### config.mk
export PLATFORM = sky130hd
export DESIGN_NAME = gkr_div
export DESIGN_NICKNAME = d
export VERILOG_FILES = /design/src/sv/gaussian_kernel_regression_top_assert.svh /design/src/sv/gkr_pkg.sv /design/src/sv/gkr_div.sv
export SDC_FILE = /design/constraint.sdc
export NUM_CORES = 1
export LEC_CHECK = 0
export ABC_CLOCK_PERIOD_IN_PS = 11080
export BUFFER_PORTS_ARGS = -buffer_cell sky130_fd_sc_hd__clkbuf_2
export CAP_MARGIN = 20
export CORE_AREA = 4 4 106 108
export DETAILED_ROUTE_END_ITERATION = 10
export DIE_AREA = 0 0 110 112
export GPL_TIMING_DRIVEN = 0
export PLACE_DENSITY = 0.79
export SLEW_MARGIN = 20
export SYNTH_ARGS = -nofsm -noshare
export SYNTH_HDL_FRONTEND = slang
export SYNTH_SLANG_ARGS = --single-unit
export TNS_END_PERCENT = 20
### constraint.sdc
create_clock -name clock -period 11.08 [get_ports clock]
set_clock_uncertainty 0.15 [all_clocks]
set_input_delay 1.108 -clock clock [delete_from_list [all_inputs] [get_ports clock]]
set_output_delay 1.108 -clock clock [all_outputs]
set_load 0.01 [all_outputs]
### src/sv/gaussian_kernel_regression_top_assert.svh
// Assertion macros for the kernel regression block.
`ifndef GAUSSIAN_KERNEL_REGRESSION_TOP_ASSERT_SVH
`define GAUSSIAN_KERNEL_REGRESSION_TOP_ASSERT_SVH
`ifndef NO_ASSERTIONS
`define GKR_ASSERT(lbl, clk, rst, prop, msg) \
   lbl: assert property (@(posedge clk) disable iff (rst) prop) else $error(msg);
`define GKR_NEVER(lbl, clk, rst, cond, msg) \
   lbl: assert property (@(posedge clk) disable iff (rst) !(cond)) else $error(msg);
`else
`define GKR_ASSERT(lbl, clk, rst, prop, msg)
`define GKR_NEVER(lbl, clk, rst, cond, msg)
`endif
`endif

### src/sv/gkr_pkg.sv
package gkr_pkg;

   localparam int DEF_MAX_SAMPLES = 1024;
   localparam int DEF_MAX_DIMS    = 8;

   localparam int MODE_W   = 2;
   localparam int SIDX_W   = 10;
   localparam int DIDX_W   = 3;
   localparam int VAL_W    = 24;

   localparam int CSR_IDX_W  = 2;
   localparam int CSR_DATA_W = 24;
   localparam int SCNT_W     = 11;
   localparam int DUSED_W    = 4;
   localparam int INVW_W     = 24;

   localparam logic [MODE_W-1:0] MODE_FEATURE = 2'd0;
   localparam logic [MODE_W-1:0] MODE_TARGET  = 2'd1;
   localparam logic [MODE_W-1:0] MODE_QUERY   = 2'd2;
   localparam logic [MODE_W-1:0] MODE_EVAL    = 2'd3;

   localparam logic [CSR_IDX_W-1:0] CSR_SAMPLE_COUNT = 2'd0;
   localparam logic [CSR_IDX_W-1:0] CSR_DIMS_USED    = 2'd1;
   localparam logic [CSR_IDX_W-1:0] CSR_INV_WIDTH    = 2'd2;

   localparam logic [SCNT_W-1:0]  RST_SAMPLE_COUNT = 11'd0;
   localparam logic [DUSED_W-1:0] RST_DIMS_USED    = 4'd7;
   localparam logic [INVW_W-1:0]  RST_INV_WIDTH    = 24'd102400;

   localparam int SD_W   = 48;   // scaled distance, 16 fraction bits
   localparam int A_W    = 44;   // d2 >> 8
   localparam int HALF_W = 22;   // a is multiplied in two halves
   localparam int PH_W   = HALF_W + INVW_W;
   localparam int PSUM_W = A_W + INVW_W;
   localparam int PSAT_B = 56;
   localparam int MUL_W  = 26;
   localparam int PROD_W = 2 * MUL_W;
   localparam int EXP_W  = 17;

   localparam logic [SD_W-1:0] LOG_CUTOFF = 48'd256378;

   localparam logic [EXP_W-1:0] EXP_INT [4] = '{
      17'd65536, 17'd24109, 17'd8869, 17'd3263};
   localparam logic [EXP_W-1:0] EXP_SIXTEENTH [16] = '{
      17'd65536, 17'd61565, 17'd57835, 17'd54331, 17'd51039, 17'd47947, 17'd45042, 17'd42313,
      17'd39750, 17'd37341, 17'd35079, 17'd32954, 17'd30957, 17'd29081, 17'd27319, 17'd25664};
   localparam logic [EXP_W-1:0] EXP_FINE [16] = '{
      17'd65536, 17'd65280, 17'd65026, 17'd64772, 17'd64520, 17'd64268, 17'd64018, 17'd63768,
      17'd63520, 17'd63272, 17'd63025, 17'd62780, 17'd62535, 17'd62291, 17'd62048, 17'd61806};

endpackage

### src/sv/gkr_div.sv
module gkr_div import gkr_pkg::*; #(
   parameter int NUM_W = 52,
   parameter int DEN_W = 28
)(
   input  logic             clock,
   input  logic             reset,
   input  logic             start,
   input  logic [NUM_W-1:0] dividend,
   input  logic [DEN_W-1:0] divisor,
   output logic             done,
   output logic [NUM_W-1:0] quotient
);
   localparam int CNT_W = $clog2(NUM_W + 1);

   logic [DEN_W-1:0] rem_ff;
   logic [NUM_W-1:0] quo_ff;
   logic [CNT_W-1:0] cnt_ff;
   logic             busy_ff;
   logic             done_ff;
   logic [DEN_W:0]   rem_sh;
   logic             ge;
   logic [DEN_W:0]   rem_in;

   // restoring divide, one quotient bit per cycle
   always_comb begin
      rem_sh = {rem_ff, quo_ff[NUM_W-1]};
      ge     = rem_sh >= {1'b0, divisor};
      rem_in = ge ? rem_sh - {1'b0, divisor} : rem_sh;
   end

   always_ff @(posedge clock) begin
      if (reset) begin
         busy_ff <= 1'b0;
         done_ff <= 1'b0;
         cnt_ff  <= '0;
      end else begin
         done_ff <= 1'b0;
         if (start) begin
            quo_ff  <= dividend;
            rem_ff  <= '0;
            cnt_ff  <= CNT_W'(NUM_W);
            busy_ff <= 1'b1;
         end else if (busy_ff) begin
            rem_ff <= rem_in[DEN_W-1:0];
            quo_ff <= {quo_ff[NUM_W-2:0], ge};
            cnt_ff <= cnt_ff - 1'b1;
            if (cnt_ff == CNT_W'(1)) begin
               busy_ff <= 1'b0;
               done_ff <= 1'b1;
            end
         end
      end
   end

   assign done     = done_ff;
   assign quotient = quo_ff;
endmodule

==> flow_metrics.tcl, run 1 <==
set metrics [dict create \
    status "finished clean" \
    place_area_um2 6370 \
    crit_slowest_cell "a311oi_2" \
    setup_violations 0 \
    routabilityCongestion 0.804 \
    cp_data_required_time_ns 11.05 \
    slew_viol_final 0 \
    synthDistinctLibCells 55 \
    async_flop_share 0 \
    syn_inst 473 \
    vias 4116 \
    worst_pin_slew_ns 0.571 \
    remaining_drc_errors 0 \
    ir_worst_vdd_mv 0.0913 \
    multi_input_area_um2 2650 \
    cts_hold_buf 0 \
    clock_latency_ns 0.36 \
    core_um2 10200 \
    rows 37 \
    htreeDepth 3 \
    synth_top_flop_cell "edfxtp_1" \
    area_growth_pct 20.4 \
    cts_setup_buffers 0 \
    drt-initial-drc-count 176 \
    num-fill-cells 845 \
    ys_ff_latch 88 \
    cp_common_cell "o21ai_1" \
    crit_arrival_ns 3.66 \
    maxCapViolCount 0 \
    criticalPathCategory "input pin to flop" \
    clk_path_buf_depth 2 \
    hpwl_um 9510 \
    synth_nets 587 \
    finalSetupTns_ns 0 \
    grt_pass1_vias 4082 \
    ios 136 \
    grt_use_total 0.203 \
    viasPerCell 5.41 \
    antenna_found_initial 0 \
    cp-start-kind "input pin" \
    grt_max_degree 31 \
    n_antenna_cell 0 \
    die_h_um 112 \
    design_area_um2 6560 \
    die_w_um 110 \
    seq_area_um2 2560 \
    cts_buffers 9 \
    die_area_um2 12300 \
    min_period_ns 3.70 \
    synth_edf_count 80 \
    drive_above_1_share 0.358 \
    crit_chain "clkbuf_2 > inv_1 > ha_1 > and3_1 > o21ai_0 > nand3_1 > a41oi_1 > o21ai_1 > a311oi_2 > mux2i_1 > o211ai_1 > o21ai_1" \
    port-buffer-count 133 \
    cp_max_fo 6 \
    yosys_warnings 0 \
    grt_pass1_wl_um 19800 \
    initial_core_util 0.533 \
    drt_pass1_iterations 4 \
    cts-root-buf "clkbuf_8" \
    slowest_delay_ns 0.48 \
    cts.sinks 88 \
    wirelength_um 12300 \
    p_total_uw 921 \
    min_path_type "flop to flop" \
    r2r_slack_ns 7.85 \
    end_kind "flop" \
    wire_per_inst_um 16.1 \
    ys_seq_area_frac 0.470 \
    cts_repair_resize_count 0 \
    rsz0062_at_grt "no" \
    utilization 0.641 \
    layout.nets 734 \
    synth_area_um2 5450 \
    path_delay_family "compound AO/OA/AOI/OAI gates" \
    syn_area_per_cell_um2 11.5 \
    path_clk_slew_ns 0.09 \
    slew-limit-headroom 0.619 \
    fmax_mhz 271 \
    post-route-period-util 0.334 \
    overflow 0 \
    critPathBufInv 2 \
    cts_tree "yes" \
    hold_viol 0 \
    ant_nets 0 \
    p_leak_uw 0.00288 \
    powerDensity_nw_per_um2 140 \
]
[logic make-up after synthesis]
family                     Yosys count  share of synthesized area
AOI/OAI and AO/OA                   92                      0.121
xor gates and xnor gates            29                     0.0466
adders and majority gates           31                     0.0725
buffers and inverters               55                     0.0452
DFF                                 88                      0.470
muxes                               77                      0.154
and+or+nand+nor                    101                     0.0900
[per-layer routing]
metal | vias to the layer above | GRT usage | wire (µm)
met5 | - | 0 | 0
met4 | 0 | 0.0565 | 108
met3 | 11 | 0.0609 | 994
met2 | 124 | 0.334 | 6010
met1 | 1947 | 0.259 | 5150
li1 | 2034 | - | -
[placed cells by master, fill, tap and decap left out, types with 5 or more instances in the layout]
master / synthesis / layout
ha_1: 30 / 30
a31oi_1: 7 / 7
clkbuf_8: 0 / 9
inv_1: 33 / 33
a21o_1: 11 / 11
clkbuf_2: 1 / 134
clkbuf_1: 12 / 12
nand3_1: 10 / 10
xor2_1: 10 / 10
nand2_1: 14 / 14
nor2_1: 45 / 44
xnor2_1: 19 / 19
mux2_2: 51 / 51
dfxtp_1: 8 / 8
nor2b_1: 5 / 5
o21a_1: 8 / 8
a21oi_1: 27 / 27
o21ai_0: 13 / 13
edfxtp_1: 80 / 80
mux2i_1: 25 / 25
[path summary, 6_finish.rpt]
path / from / end / cells after the start
min reg2reg: cnt_ff[1] / cnt_ff[1] / 2
max reg2reg: rem_ff[2] / rem_ff[27] / 10
max: divisor[3] / rem_ff[27] / 12
min: cnt_ff[1] / cnt_ff[1] / 2
[worst reg2reg max path: cells and delay by family, from the launching register on]
family / cells / cell delay, ns
and+or+nand+nor: 2 / 0.49
AOI/OAI and AO/OA: 6 / 1.42
muxes: 1 / 0.15
DFF: 1 / 0.41
adders and majority gates: 1 / 0.36
[layout make-up]
class,instances,share of cell area
Timing Repair Buffer,136,0.113
Tap cell,136,0.0259
Sequential cell,88,0.391
Buffer,22,0.0187
Clock inverter,7,0.0105
Inverter,33,0.0189
Multi-Input combinational cell,330,0.404
Clock buffer,9,0.0189
[synthesized netlist by cell type, drive strengths merged, types with 3 or more instances]
library cell / count / share of area
a21o: 11 / 0.015
ha: 30 / 0.069
dfxtp: 8 / 0.029
o21ai: 16 / 0.015
edfxtp: 80 / 0.44
nor2b: 5 / 0.0057
nor2: 47 / 0.033
nand4: 3 / 0.0034
nor3b: 3 / 0.0050
mux2i: 25 / 0.046
a211oi: 4 / 0.0083
inv: 33 / 0.023
xnor2: 19 / 0.031
a21oi: 27 / 0.025
mux2: 52 / 0.11
clkbuf: 13 / 0.0092
nor3: 4 / 0.0037
nand2: 14 / 0.0096
buf: 9 / 0.013
xor2: 10 / 0.016
o21a: 8 / 0.011
a31oi: 9 / 0.016
o211ai: 3 / 0.0041
nand3: 10 / 0.0092
[metrics by stage]
stage,setup WS [ns],hold WS [ns],instances
2_1_floorplan,5.24,0.319,473
3_3_place_gp,3.68,0.336,742
3_5_place_dp,7.05,0.356,745
4_1_cts,7.41,0.369,761
5_1_grt,7.17,0.410,761
6_report,7.38,0.366,761
[sequential cells by signal, indices dropped and copies added, names as in the netlist]
register	cells
busy_ff	1
quotient	52
cnt_ff	6
done	1
rem_ff	28
[power by group]
group	switching, µW	internal (µW)	leakage, µW
logic	149	132	0.00195
clock network	121	105	0.0000991
registers	15.7	399	0.000835
(Power assumes the default switching activity.)
==> inputs of run 2 (changes only) <==
--- a/config.mk
+++ b/config.mk
@@ -5,7 +5,7 @@
 export SDC_FILE = /design/constraint.sdc
 export NUM_CORES = 1
 export LEC_CHECK = 0
-export ABC_CLOCK_PERIOD_IN_PS = 11080
+export ABC_CLOCK_PERIOD_IN_PS = 3500
 export BUFFER_PORTS_ARGS = -buffer_cell sky130_fd_sc_hd__clkbuf_2
 export CAP_MARGIN = 20
 export CORE_AREA = 4 4 106 108
==> constraint.sdc (replaced) <==
create_clock -name clock -period 3.5 [get_ports clock]
set_clock_uncertainty 0.15 [all_clocks]
set_input_delay 0.35 -clock clock [delete_from_list [all_inputs] [get_ports clock]]
set_output_delay 0.35 -clock clock [all_outputs]
set_load 0.01 [all_outputs]
==> flow_metrics.tcl, run 2 (same netlist as run 1, synthesis figures left out) <==
set metrics [dict create \
    status "finished clean" \
    die_area_um2 12300 \
    drive_above_1_share 0.358 \
    wire_per_inst_um 15.9 \
    pwr-share-comb 0.298 \
    cp_data_required_time_ns 3.46 \
    die_h_um 112 \
    design_area_um2 6580 \
    critPathBufInv 1 \
    finalSetupTns_ns 0 \
    criticalPathCategory "flop to flop" \
    worst_pin_slew_ns 0.596 \
    hold_viol 0 \
    die_w_um 110 \
    cts.sinks 88 \
    clock_latency_ns 0.37 \
    p_leak_uw 0.00289 \
    p_total_uw 2970 \
    clk_path_buf_depth 2 \
    cp_max_fo 10 \
    clkPwrFrac 0.261 \
    setup_violations 0 \
    vias 4086 \
    final_cells 761 \
    ir_worst_vdd_mv 0.292 \
    ant_nets 0 \
    hold_start "dividend[13]" \
    min_path_type "input pin to flop" \
    htreeDepth 3 \
    p_sw_frac 0.298 \
    crit_chain "ha_1 > nor2b_1 > o21ai_0 > nand3_1 > a211oi_2 > o21ai_2 > o311ai_4 > a31oi_4 > buf_8 > mux2i_1 > nor2_1" \
    drt-initial-drc-count 139 \
    grt_pass1_vias 4202 \
    initial_core_util 0.533 \
    r2r-start "rem_ff[0]" \
    area_growth_pct 20.8 \
    path_delay_family "compound AO/OA/AOI/OAI gates" \
    cts_buffers 9 \
    maxCapViolCount 0 \
    slew-limit-headroom 0.602 \
    overflow 0 \
    wirelength_um 12100 \
    slowest_delay_ns 0.45 \
    routabilityCongestion 0.846 \
    critPathLaunch "rem_ff[0]" \
    grt_max_degree 30 \
    cts_setup_buffers 0 \
    cts_tree "yes" \
    n_antenna_cell 0 \
    rsz0062_at_grt "no" \
    place_area_um2 6370 \
    grt_use_total 0.206 \
    seq_power_share 0.441 \
    viasPerCell 5.37 \
    cp-start-kind "flop" \
    drt_pass1_iterations 4 \
    layout.nets 734 \
    placed_cells 745 \
    grt_pass1_wl_um 19900 \
    fmax_mhz 312 \
    final_common_cell "clkbuf_2" \
    cts_repair_resize_count 0 \
    cts-root-buf "clkbuf_8" \
    powerDensity_nw_per_um2 451 \
    largest_reg_flops 52 \
    antenna_found_initial 0 \
    num-fill-cells 836 \
    intPower_uw 2080 \
    rows 37 \
    ios 136 \
    slew_viol_final 0 \
    end_kind "flop" \
    min_period_ns 3.20 \
    crit_arrival_ns 3.16 \
    post-route-period-util 0.915 \
    path_clk_slew_ns 0.09 \
    port-buffer-count 133 \
    final_cell_mix "clkbuf_2 (134), edfxtp_1 (80), mux2_2 (51), nor2_1 (44), inv_1 (33)" \
    core_um2 10200 \
    remaining_drc_errors 0 \
    utilization 0.643 \
    hpwl_um 9500 \
    cts_hold_buf 0 \
    switchingPower_uw 886 \
    crit_slowest_cell "edfxtp_1" \
]
[run 2: cell count changes in the layout (fill, tap and decap cells not counted)]
cell | previous run | this run
clkbuf_1 | 12 | 14
clkinv_4 | 1 | 2
inv_6 | 2 | 0
clkinv_1 | 2 | 0
bufinv_16 | 1 | 2
[run 2: cell type report]
| class | instances | area, µm² | area share |
|---|---|---|---|
| Buffer | 22 | 123 | 0.0186 |
| Clock buffer | 11 | 131 | 0.0200 |
| Clock inverter | 5 | 82.6 | 0.0125 |
| Sequential cell | 88 | 2560 | 0.389 |
| Tap cell | 136 | 170 | 0.0259 |
| Inverter | 33 | 124 | 0.0188 |
| Timing Repair Buffer | 136 | 741 | 0.113 |
| Multi-Input combinational cell | 330 | 2650 | 0.402 |
[run 2: worst register-to-register path: stages, from the launching register on]
cell and delay [ns]:
edfxtp_1 0.45, ha_1 0.31, nor2b_1 0.15, o21ai_0 0.16, nand3_1 0.26, a211oi_2 0.35
o21ai_2 0.15, o311ai_4 0.31, a31oi_4 0.20, buf_8 0.20, mux2i_1 0.19, nor2_1 0.06
[run 2: layer usage]
layer  part of all wire  vias to the layer above  global-route usage  routed length (µm)
li1                   -                     2039                   -                   -
met4              0.017                        0              0.0723                 202
met1               0.41                     1899               0.241                4950
met5                  0                        -                   0                   0
met2               0.48                      133               0.341                5850
met3              0.093                       15              0.0823                1120
[run 2: power by group through the flow]
| stage | combinational [µW] | clock (µW) | sequential, µW |
|---|---|---|---|
| final | 885 | 774 | 1310 |
| after global routing | 986 | 841 | 1320 |
| after CTS | 890 | 797 | 1310 |
| after detailed placement | 885 | 0 | 1330 |
| after global placement | 844 | 0 | 1330 |
| after floorplan | 644 | 0 | 1340 |
[run 2: stage by stage]
| step | setup WS (ns) | hold slack, ns |
|---|---|---|
| 2_1_floorplan | 0.587 | 0.319 |
| 3_3_place_gp | -0.0922 | 0.336 |
| 3_5_place_dp | 0.177 | 0.356 |
| 4_1_cts | 0.255 | 0.102 |
| 5_1_grt | 0.0805 | 0.110 |
| 6_report | 0.298 | 0.124 |
[run 2: worst paths after layout]
path,endpoint,slack [ns],cells past startpoint
max reg2reg,rem_ff[23],0.30,11
min reg2reg,cnt_ff[1],0.36,2
min,quotient[13],0.12,2
max,rem_ff[23],0.30,11
